`src/rtl/lpmd_pkg.sv`:
```
// ----------------------------------------------------------------------------
// lpmd_pkg
// Shared types and constants of the length-prefixed message deframer.
// ----------------------------------------------------------------------------
package lpmd_pkg;

    localparam int LEN_W    = 16;
    localparam int BYTE_W   = 8;
    localparam int CFG_IDX_W = 1;

    // Reset values of the length window.
    localparam logic [LEN_W-1:0] MIN_LEN_RESET = 16'd17;
    localparam logic [LEN_W-1:0] MAX_LEN_RESET = 16'd512;

    // Configuration register indexes.
    localparam logic [CFG_IDX_W-1:0] REG_MIN_LEN = 1'b0;
    localparam logic [CFG_IDX_W-1:0] REG_MAX_LEN = 1'b1;

    // Framing phase, one-hot.
    typedef enum logic [2:0] {
        PH_HIGH = 3'b001,
        PH_LOW  = 3'b010,
        PH_BODY = 3'b100
    } phase_t;

    // One result word.
    typedef struct packed {
        logic [BYTE_W-1:0] payload_byte;
        logic [LEN_W-1:0]  byte_offset;
        logic [LEN_W-1:0]  message_length;
        logic              last_of_message;
        logic              malformed;
    } result_t;

endpackage

```
`src/rtl/lpmd_stream_if.sv`:
```
// ----------------------------------------------------------------------------
// lpmd_stream_if / lpmd_msg_if
// Valid/ready channels for stream bytes in and message words out.
// ----------------------------------------------------------------------------
interface lpmd_stream_if;
    logic       valid;
    logic       ready;
    logic [7:0] in_byte;
    logic       new_stream;

    modport source (output valid, output in_byte, output new_stream, input ready);
    modport sink   (input valid, input in_byte, input new_stream, output ready);
endinterface

interface lpmd_msg_if;
    logic        valid;
    logic        ready;
    logic [7:0]  payload_byte;
    logic [15:0] byte_offset;
    logic [15:0] message_length;
    logic        last_of_message;
    logic        malformed;

    modport source (output valid, output payload_byte, output byte_offset,
                    output message_length, output last_of_message,
                    output malformed, input ready);
    modport sink   (input valid, input payload_byte, input byte_offset,
                    input message_length, input last_of_message,
                    input malformed, output ready);
endinterface

```
`src/rtl/lpmd_parser.sv`:
```
// ----------------------------------------------------------------------------
// lpmd_parser
// Input register, framing state and the per-byte parse step.
// ----------------------------------------------------------------------------
module lpmd_parser
    import lpmd_pkg::*;
(
    input  logic               clk,
    input  logic               rst_n,
    lpmd_stream_if.sink        stream,
    input  logic [LEN_W-1:0]   min_len,
    input  logic [LEN_W-1:0]   max_len,
    output logic               res_valid,
    output result_t            res,
    input  logic               res_ready
);

    logic              s1_valid_reg;
    logic [BYTE_W-1:0] s1_byte_reg;
    logic              s1_new_reg;

    phase_t            phase_reg, phase_next;
    logic [BYTE_W-1:0] length_high_reg, length_high_next;
    logic [LEN_W-1:0]  current_length_reg, current_length_next;
    logic [LEN_W-1:0]  bytes_seen_reg, bytes_seen_next;
    logic              error_stuck_reg, error_stuck_next;

    phase_t            ph_eff;
    logic [BYTE_W-1:0] hi_eff;
    logic [LEN_W-1:0]  len_eff;
    logic [LEN_W-1:0]  seen_eff;
    logic              err_eff;
    logic [LEN_W-1:0]  rx_len;
    logic [LEN_W:0]    seen_inc;
    logic              is_last;
    logic              advance;
    logic              item_has_result;

    assign advance      = s1_valid_reg && (!item_has_result || res_ready);
    assign stream.ready = !s1_valid_reg || advance;
    assign res_valid    = s1_valid_reg && item_has_result;

    always_ff @(posedge clk or negedge rst_n)
    begin
        if (!rst_n)
        begin
            s1_valid_reg <= 1'b0;
        end
        else if (stream.ready)
        begin
            s1_valid_reg <= stream.valid;
        end
    end

    always_ff @(posedge clk)
    begin
        if (stream.valid && stream.ready)
        begin
            s1_byte_reg <= stream.in_byte;
            s1_new_reg  <= stream.new_stream;
        end
    end

    // A new stream clears the session before its byte is parsed.
    always_comb
    begin
        ph_eff   = s1_new_reg ? PH_HIGH : phase_reg;
        hi_eff   = s1_new_reg ? '0 : length_high_reg;
        len_eff  = s1_new_reg ? '0 : current_length_reg;
        seen_eff = s1_new_reg ? '0 : bytes_seen_reg;
        err_eff  = s1_new_reg ? 1'b0 : error_stuck_reg;
    end

    assign rx_len   = {hi_eff, s1_byte_reg};
    assign seen_inc = {1'b0, seen_eff} + {{LEN_W{1'b0}}, 1'b1};
    assign is_last  = seen_inc >= {1'b0, len_eff};

    always_comb
    begin
        phase_next          = ph_eff;
        length_high_next    = hi_eff;
        current_length_next = len_eff;
        bytes_seen_next     = seen_eff;
        error_stuck_next    = err_eff;
        item_has_result     = 1'b0;
        res                 = '0;

        if (!err_eff)
        begin
            unique case (ph_eff)
                PH_LOW:
                begin
                    if ((rx_len < min_len) || (rx_len > max_len))
                    begin
                        error_stuck_next   = 1'b1;
                        phase_next         = PH_HIGH;
                        item_has_result    = 1'b1;
                        res.message_length = rx_len;
                        res.malformed      = 1'b1;
                    end
                    else
                    begin
                        current_length_next = rx_len;
                        bytes_seen_next     = '0;
                        phase_next          = (rx_len == '0) ? PH_HIGH : PH_BODY;
                    end
                end
                PH_BODY:
                begin
                    item_has_result     = 1'b1;
                    res.payload_byte    = s1_byte_reg;
                    res.byte_offset     = seen_eff;
                    res.message_length  = len_eff;
                    res.last_of_message = is_last;
                    bytes_seen_next     = seen_inc[LEN_W-1:0];
                    if (is_last)
                    begin
                        phase_next = PH_HIGH;
                    end
                end
                default:
                begin
                    length_high_next = s1_byte_reg;
                    phase_next       = PH_LOW;
                end
            endcase
        end
    end

    always_ff @(posedge clk or negedge rst_n)
    begin
        if (!rst_n)
        begin
            phase_reg          <= PH_HIGH;
            length_high_reg    <= '0;
            current_length_reg <= '0;
            bytes_seen_reg     <= '0;
            error_stuck_reg    <= 1'b0;
        end
        else if (advance)
        begin
            phase_reg          <= phase_next;
            length_high_reg    <= length_high_next;
            current_length_reg <= current_length_next;
            bytes_seen_reg     <= bytes_seen_next;
            error_stuck_reg    <= error_stuck_next;
        end
    end

    a_stuck_silent: assert property (@(posedge clk) disable iff (!rst_n)
        (error_stuck_reg && s1_valid_reg && !s1_new_reg) |-> !res_valid)
        else $error("result produced while the stream is in error");

    a_body_in_range: assert property (@(posedge clk) disable iff (!rst_n)
        (phase_reg == PH_BODY) |-> (bytes_seen_reg < current_length_reg))
        else $error("payload count reached the declared length inside a body");

    a_last_ends_msg: assert property (@(posedge clk) disable iff (!rst_n)
        (advance && res_valid && res.last_of_message) |=> (phase_reg == PH_HIGH))
        else $error("last payload word did not return to the length phase");

    a_stuck_phase: assert property (@(posedge clk) disable iff (!rst_n)
        error_stuck_reg |-> (phase_reg == PH_HIGH))
        else $error("error state with framing phase not at the length start");

endmodule

```
`src/rtl/lpmd_out_reg.sv`:
```
// ----------------------------------------------------------------------------
// lpmd_out_reg
// Result register driving the message channel.
// ----------------------------------------------------------------------------
module lpmd_out_reg
    import lpmd_pkg::*;
(
    input  logic         clk,
    input  logic         rst_n,
    input  logic         res_valid,
    input  result_t      res,
    output logic         res_ready,
    lpmd_msg_if.source   msg
);

    logic    valid_reg;
    result_t data_reg;

    assign res_ready = !valid_reg || msg.ready;

    always_ff @(posedge clk or negedge rst_n)
    begin
        if (!rst_n)
        begin
            valid_reg <= 1'b0;
        end
        else if (res_ready)
        begin
            valid_reg <= res_valid;
        end
    end

    always_ff @(posedge clk)
    begin
        if (res_valid && res_ready)
        begin
            data_reg <= res;
        end
    end

    assign msg.valid           = valid_reg;
    assign msg.payload_byte    = data_reg.payload_byte;
    assign msg.byte_offset     = data_reg.byte_offset;
    assign msg.message_length  = data_reg.message_length;
    assign msg.last_of_message = data_reg.last_of_message;
    assign msg.malformed       = data_reg.malformed;

endmodule

```
`src/rtl/length_prefix_message_deframer.sv`:
```
// ----------------------------------------------------------------------------
// length_prefix_message_deframer
// Splits a reassembled byte stream into messages that open with a 16-bit
// big-endian length, and forwards the payload bytes cut-through.
// ----------------------------------------------------------------------------
// Usage:
// The stream channel takes one word per byte: in_byte and new_stream, where
// new_stream clears the session before its byte is parsed. The msg channel
// gives one word per payload byte with its offset, the declared length and a
// last mark, or one malformed word when a length falls outside
// [min_len, max_len]; after that the stream drops every byte until the next
// new_stream. Length bytes and dropped bytes give no word. A message may be
// cut short by a new stream, so a consumer discards any message whose last
// mark never came.
// After its stream word is accepted, a msg word passes the input register and
// then the result register, which takes the combinational parse result.
// Throughput is one byte per cycle while the receiver takes words, set by the
// combinational parse step that updates the framing state. When the receiver
// stalls, the result register holds its word and the input register keeps
// taking bytes until it holds one that owes a word; after that stream.ready
// drops. Reset empties both registers, returns the framing to the length high
// byte, clears the error state and loads min_len = 17 and max_len = 512.
// cfg_we writes register cfg_index (0 min_len, 1 max_len).
// ----------------------------------------------------------------------------
module length_prefix_message_deframer
    import lpmd_pkg::*;
(
    input  logic                 clk,
    input  logic                 rst_n,
    lpmd_stream_if.sink          stream,
    lpmd_msg_if.source           msg,
    input  logic                 cfg_we,
    input  logic [CFG_IDX_W-1:0] cfg_index,
    input  logic [LEN_W-1:0]     cfg_data
);

    // Length window registers.
    logic [LEN_W-1:0] min_len_reg;
    logic [LEN_W-1:0] max_len_reg;

    // Parse step to result register.
    logic    res_valid;
    logic    res_ready;
    result_t res;

    always_ff @(posedge clk or negedge rst_n)
    begin
        if (!rst_n)
        begin
            min_len_reg <= MIN_LEN_RESET;
            max_len_reg <= MAX_LEN_RESET;
        end
        else if (cfg_we)
        begin
            unique case (cfg_index)
                REG_MIN_LEN: min_len_reg <= cfg_data;
                REG_MAX_LEN: max_len_reg <= cfg_data;
                default:     ;
            endcase
        end
    end

    // Input register, framing state and the per-byte parse.
    lpmd_parser u_parser (
        .clk       (clk),
        .rst_n     (rst_n),
        .stream    (stream),
        .min_len   (min_len_reg),
        .max_len   (max_len_reg),
        .res_valid (res_valid),
        .res       (res),
        .res_ready (res_ready)
    );

    // Result register that holds a word while the receiver stalls.
    lpmd_out_reg u_out_reg (
        .clk       (clk),
        .rst_n     (rst_n),
        .res_valid (res_valid),
        .res       (res),
        .res_ready (res_ready),
        .msg       (msg)
    );

endmodule

```
`src/flat_wrapper.sv`:
```
// flat-port wrapper written by rule: the top's interface ports become plain ports
module length_prefix_message_deframer_flat import lpmd_pkg::*;
  (clk, rst_n, cfg_we, cfg_index, cfg_data, stream_valid, stream_in_byte, stream_new_stream, stream_ready, msg_valid, msg_payload_byte, msg_byte_offset, msg_message_length, msg_last_of_message, msg_malformed, msg_ready);
  lpmd_stream_if stream_i ();
  lpmd_msg_if msg_i ();
  input  logic clk;
  input  logic rst_n;
  input  logic cfg_we;
  input  logic [CFG_IDX_W-1:0] cfg_index;
  input  logic [LEN_W-1:0] cfg_data;
  input wire logic [$bits(stream_i.valid)-1:0] stream_valid;
  input wire logic [$bits(stream_i.in_byte)-1:0] stream_in_byte;
  input wire logic [$bits(stream_i.new_stream)-1:0] stream_new_stream;
  output wire logic [$bits(stream_i.ready)-1:0] stream_ready;
  output wire logic [$bits(msg_i.valid)-1:0] msg_valid;
  output wire logic [$bits(msg_i.payload_byte)-1:0] msg_payload_byte;
  output wire logic [$bits(msg_i.byte_offset)-1:0] msg_byte_offset;
  output wire logic [$bits(msg_i.message_length)-1:0] msg_message_length;
  output wire logic [$bits(msg_i.last_of_message)-1:0] msg_last_of_message;
  output wire logic [$bits(msg_i.malformed)-1:0] msg_malformed;
  input wire logic [$bits(msg_i.ready)-1:0] msg_ready;
  assign stream_i.valid = stream_valid;
  assign stream_i.in_byte = stream_in_byte;
  assign stream_i.new_stream = stream_new_stream;
  assign stream_ready = stream_i.ready;
  assign msg_valid = msg_i.valid;
  assign msg_payload_byte = msg_i.payload_byte;
  assign msg_byte_offset = msg_i.byte_offset;
  assign msg_message_length = msg_i.message_length;
  assign msg_last_of_message = msg_i.last_of_message;
  assign msg_malformed = msg_i.malformed;
  assign msg_i.ready = msg_ready;
  length_prefix_message_deframer u_core (.clk(clk), .rst_n(rst_n), .stream(stream_i), .msg(msg_i), .cfg_we(cfg_we), .cfg_index(cfg_index), .cfg_data(cfg_data));
endmodule
```
`config.mk`:
```
export PLATFORM = sky130hd
export DESIGN_NAME = length_prefix_message_deframer_flat
export DESIGN_NICKNAME = d
export VERILOG_FILES = /design/src/rtl/lpmd_pkg.sv /design/src/rtl/lpmd_stream_if.sv /design/src/rtl/lpmd_parser.sv /design/src/rtl/lpmd_out_reg.sv /design/src/rtl/length_prefix_message_deframer.sv /design/src/flat_wrapper.sv
export SDC_FILE = /design/constraint.sdc
export NUM_CORES = 1
export LEC_CHECK = 0
export ABC_AREA = 1
export BUFFER_PORTS_ARGS = -buffer_cell sky130_fd_sc_hd__buf_4
export CAP_MARGIN = 20
export CORE_MARGIN = 2
export CORE_UTILIZATION = 35
export CTS_BUF_LIST = sky130_fd_sc_hd__clkbuf_8
export DETAILED_ROUTE_END_ITERATION = 16
export PLACE_DENSITY = 0.54
export SYNTH_ARGS = -nofsm -noshare
export SYNTH_HDL_FRONTEND = slang
export SYNTH_SLANG_ARGS = --single-unit
```
`constraint.sdc`:
```
create_clock -name clk -period 4.7 [get_ports clk]
set_clock_uncertainty 0.2 [all_clocks]
set_input_delay 0.235 -clock clk [delete_from_list [all_inputs] [get_ports clk]]
set_output_delay 0.235 -clock clk [all_outputs]
set_load 0.01 [all_outputs]
```
==> impl_results.md <==
* Status: finished, final reports clean
* CP required at 4910 ps
* Share of total power in combinational logic at 32.8%
* All-layer global routing usage at 18.9%
* Count of input and output buffers at 74
* Fin crit share at 78.6%
* Antenna viol nets, final at 0
* Reg power frac at 42.2%
* Core box area at 21000 sq um
* Post-Synth Adder-Cell Area at 8.02%
* Hold crit path type: input port to async pin
* Number of flops mapped to enable cells by yosys at 51
* Mapped Area at 7490 sq um
* VDD IR max at 221 uV
* Synth Warn # at 0
* FF/Latch Area at 3490 sq um
* Worst path slowest cell: edfxtp_1
* Routed len/inst at 14.7 microns
* TritonCTS clock tree: built
* Largest net degree at the start of global routing at 55
* Total power at 3.59 mW
* Tmin final at 3700 ps
* Internal power at 2.24 mW
* Final Core Density at 42.5%
* GP Congestion at 0.900
* Drt first pass iters at 4
* Mapped Nets at 1039
* Switching Power at 1.34 mW
* CTS Root Cell: clkbuf_8
* Final Max Slew Viols at 0
* DRC at 0
* Die X-Extent at 150 microns
* First-pass GRT wire length at 32.7 mm
* Detail Placement HPWL at 14.4 mm
* Syn Area/Cell at 7.80 sq um
* Worst setup EP type: flop
* Final Setup Violations at 0
* Htree depth at 4
* Worst slew pin tran at 911 ps
* Synth Area in Compound Gates at 8.35%
* Max_cap viols at 0
* # hold bufs at CTS at 28
* FMAX at 271 MHz
* Routed wire length at 19.8 mm
* Async SR Flop Fraction at 60.5%
* Fin Hold WS at 17.0 ps
* Net Sw Frac at 37.5%
* Post-synth top area cell: dfrtp_1
* PwrDens at 402 nW/um^2
* Cts repair resizes at 0
* Vias in the first global route at 6256
* CTS Sinks at 129
* FF+latch count, synth at 129
* FP Rows at 53
* Synth cell types at 34
* Final #Nets at 1135
* Multi-input logic area at 3230 sq um
* Fin Setup TNS at 0 ps
* Slew margin rel. at 39.1%
* CTS Buf Count at 17
* Commonest cells after routing, fill and taps aside: nand2_1 (302), inv_1 (159), buf_4 (82)
* Mux contribution to synthesized area at 0%
* Final hold viol count at 0
* Most common cell after layout, fill and taps aside: nand2_1
* Clock transition at the registers of the reported paths at 80 ps
* Area of the die at 22600 sq um
* Leakage power at 4.38 nW
* Crit Path Category: flop to flop
* Post-CTS Setup Inserts at 0
* Yosys top cell area share at 24.7%
* Initial drt markers at 403
* Share of post-route cells with drive strength above 1 at 12.8%
* Fillers at 2184
* Part of the power in the clock network at 25.1%
* CP dominant cell by count: nand2_1
* I/O pin cnt at 75
* Worst EP arrival at 3900 ps
* Antenna violations before repair at 0
* CP Launch Type: flop
* Post-Syn Instances at 960
* Largest family of logic cells by synthesized area: simple AND/OR/NAND/NOR gates
* Initial core utilization at 35.6%
* Vias post-DR at 6338
* Crit path largest cell delay at 490 ps
* Post-Layout Cell Count at 1344
* Simple-gate share of the synthesized area at 25.3%
* Max Root-Sink Buffers at 2
* Via/cell ratio at 4.72
* Crit-path cells: buf_4 > nor2_1 > ha_1 > nand3_1 > inv_1 > nand4_1 > inv_1 > nand3_1 > xor2_1 > ha_1 > nand2_1 > inv_1 > nand3_1 > nor3_1 > a21oi_1 > o21a_1 > nand3_1 > nand2_1 > nand2_1 > nand2_1 > nand2_1 > nand2_1
* Die Y at 150 microns
* Post-Synth XOR/XNOR Area at 1.40%
* Clock Latency Late Sink at 460 ps
* Most area-consuming cells after synthesis: dfrtp_1 (25%), edfxtp_1 (20%), nand2_1 (15%)
* Diodes inserted at 0
* RSZ-0062 raised after global routing: no
* Sequential element share of the synthesized area at 46.6%
* Synth Flop Type: dfrtp_1
* Worst-path maximum fanout at 30
* Overflow after GRT at 0
* Placed cell count at 1284
* Area grow syn2layout at 19.2%
[routing by layer]
| layer | up-vias | wire length (microns) | part of all wire, % | global-route usage [%] |
|---|---|---|---|---|
| met2 | 140 | 9430 | 48 | 30.9 |
| met5 | - | 0 | 0 | 0 |
| li1 | 3226 | - | - | - |
| met3 | 23 | 843 | 4.3 | 3.70 |
| met1 | 2949 | 9270 | 47 | 25.5 |
| met4 | 0 | 269 | 1.4 | 5.52 |
[final cells by class]
class | count | share of cell area (%)
repair buffers | 110 | 10.0
clock buffers | 21 | 3.24
inverters | 162 | 6.81
clock inverters | 11 | 0.827
multi-input cells | 636 | 36.2
well taps | 275 | 3.85
flip-flops and latches | 129 | 39.1
[power groups by stage]
stage | Combinational, mW | Clock [mW] | Sequential, mW
final | 1.18 | 0.900 | 1.51
after global routing | 1.35 | 0.974 | 1.54
after CTS | 1.18 | 0.925 | 1.51
after detailed placement | 1.16 | 0 | 1.53
after global placement | 1.16 | 0 | 1.53
after floorplan | 0.782 | 0 | 1.53
[worst paths after layout]
kind / slack [ps] / startpoint / cells past startpoint / end
worst max register to register: 1000 / u_core.u_parser.s1_new_reg / 22 / u_core.u_parser.phase_reg[2]
worst min-delay path: 20 / rst_n / 2 / u_core.u_parser.bytes_seen_reg[14]
worst min register to register: 280 / u_core.u_parser.current_length_reg[12] / 2 / u_core.u_parser.current_length_reg[12]
min in group clk: 280 / u_core.u_parser.current_length_reg[12] / 2 / u_core.u_parser.current_length_reg[12]
worst max-delay path: 1000 / u_core.u_parser.s1_new_reg / 22 / u_core.u_parser.phase_reg[2]
max in group asynchronous: 3240 / rst_n / 3 / u_core.max_len_reg[2]
[cell families (layout without fill, tap and decap cells)]
| group | count (synthesis) | after routing |
|---|---|---|
| AO/OA/AOI/OAI | 116 | 116 |
| XOR/XNOR | 12 | 12 |
| adder cells (fa/ha/maj) | 48 | 48 |
| buffers and inverters | 195 | 304 |
| flip-flops | 129 | 129 |
| AND/OR/NAND/NOR | 460 | 460 |
[critical path, delay by kind of cell, from the launching register on]
kind	cells	cell delay, ps
XOR/XNOR	1	330
flip-flops	1	490
buffers and inverters	4	580
AND/OR/NAND/NOR	13	1180
AO/OA/AOI/OAI	2	310
adder cells (fa/ha/maj)	2	540
[metrics by stage]
stage          worst slack (ps)  cell area, sq um
4_1_cts                    1010              8930
3_3_place_gp               1110              8290
6_report                   1000              8930
2_1_floorplan               383              7490
3_5_place_dp               1050              8290
5_1_grt                     647              8930
[cells in the mapped netlist (5+ instances only)]
cell	n
nor2_1	82
inv_2	8
edfxtp_1	51
nor3_1	9
nand2_2	5
inv_1	154
clkbuf_1	13
o32ai_1	6
nand4_1	9
o21ai_1	5
a21oi_1	36
o21ai_0	60
buf_2	11
ha_1	48
xor2_1	12
nand3_1	41
nand2_1	302
dfrtp_1	74
No activity file was read; power rests on OpenSTA's default activity.
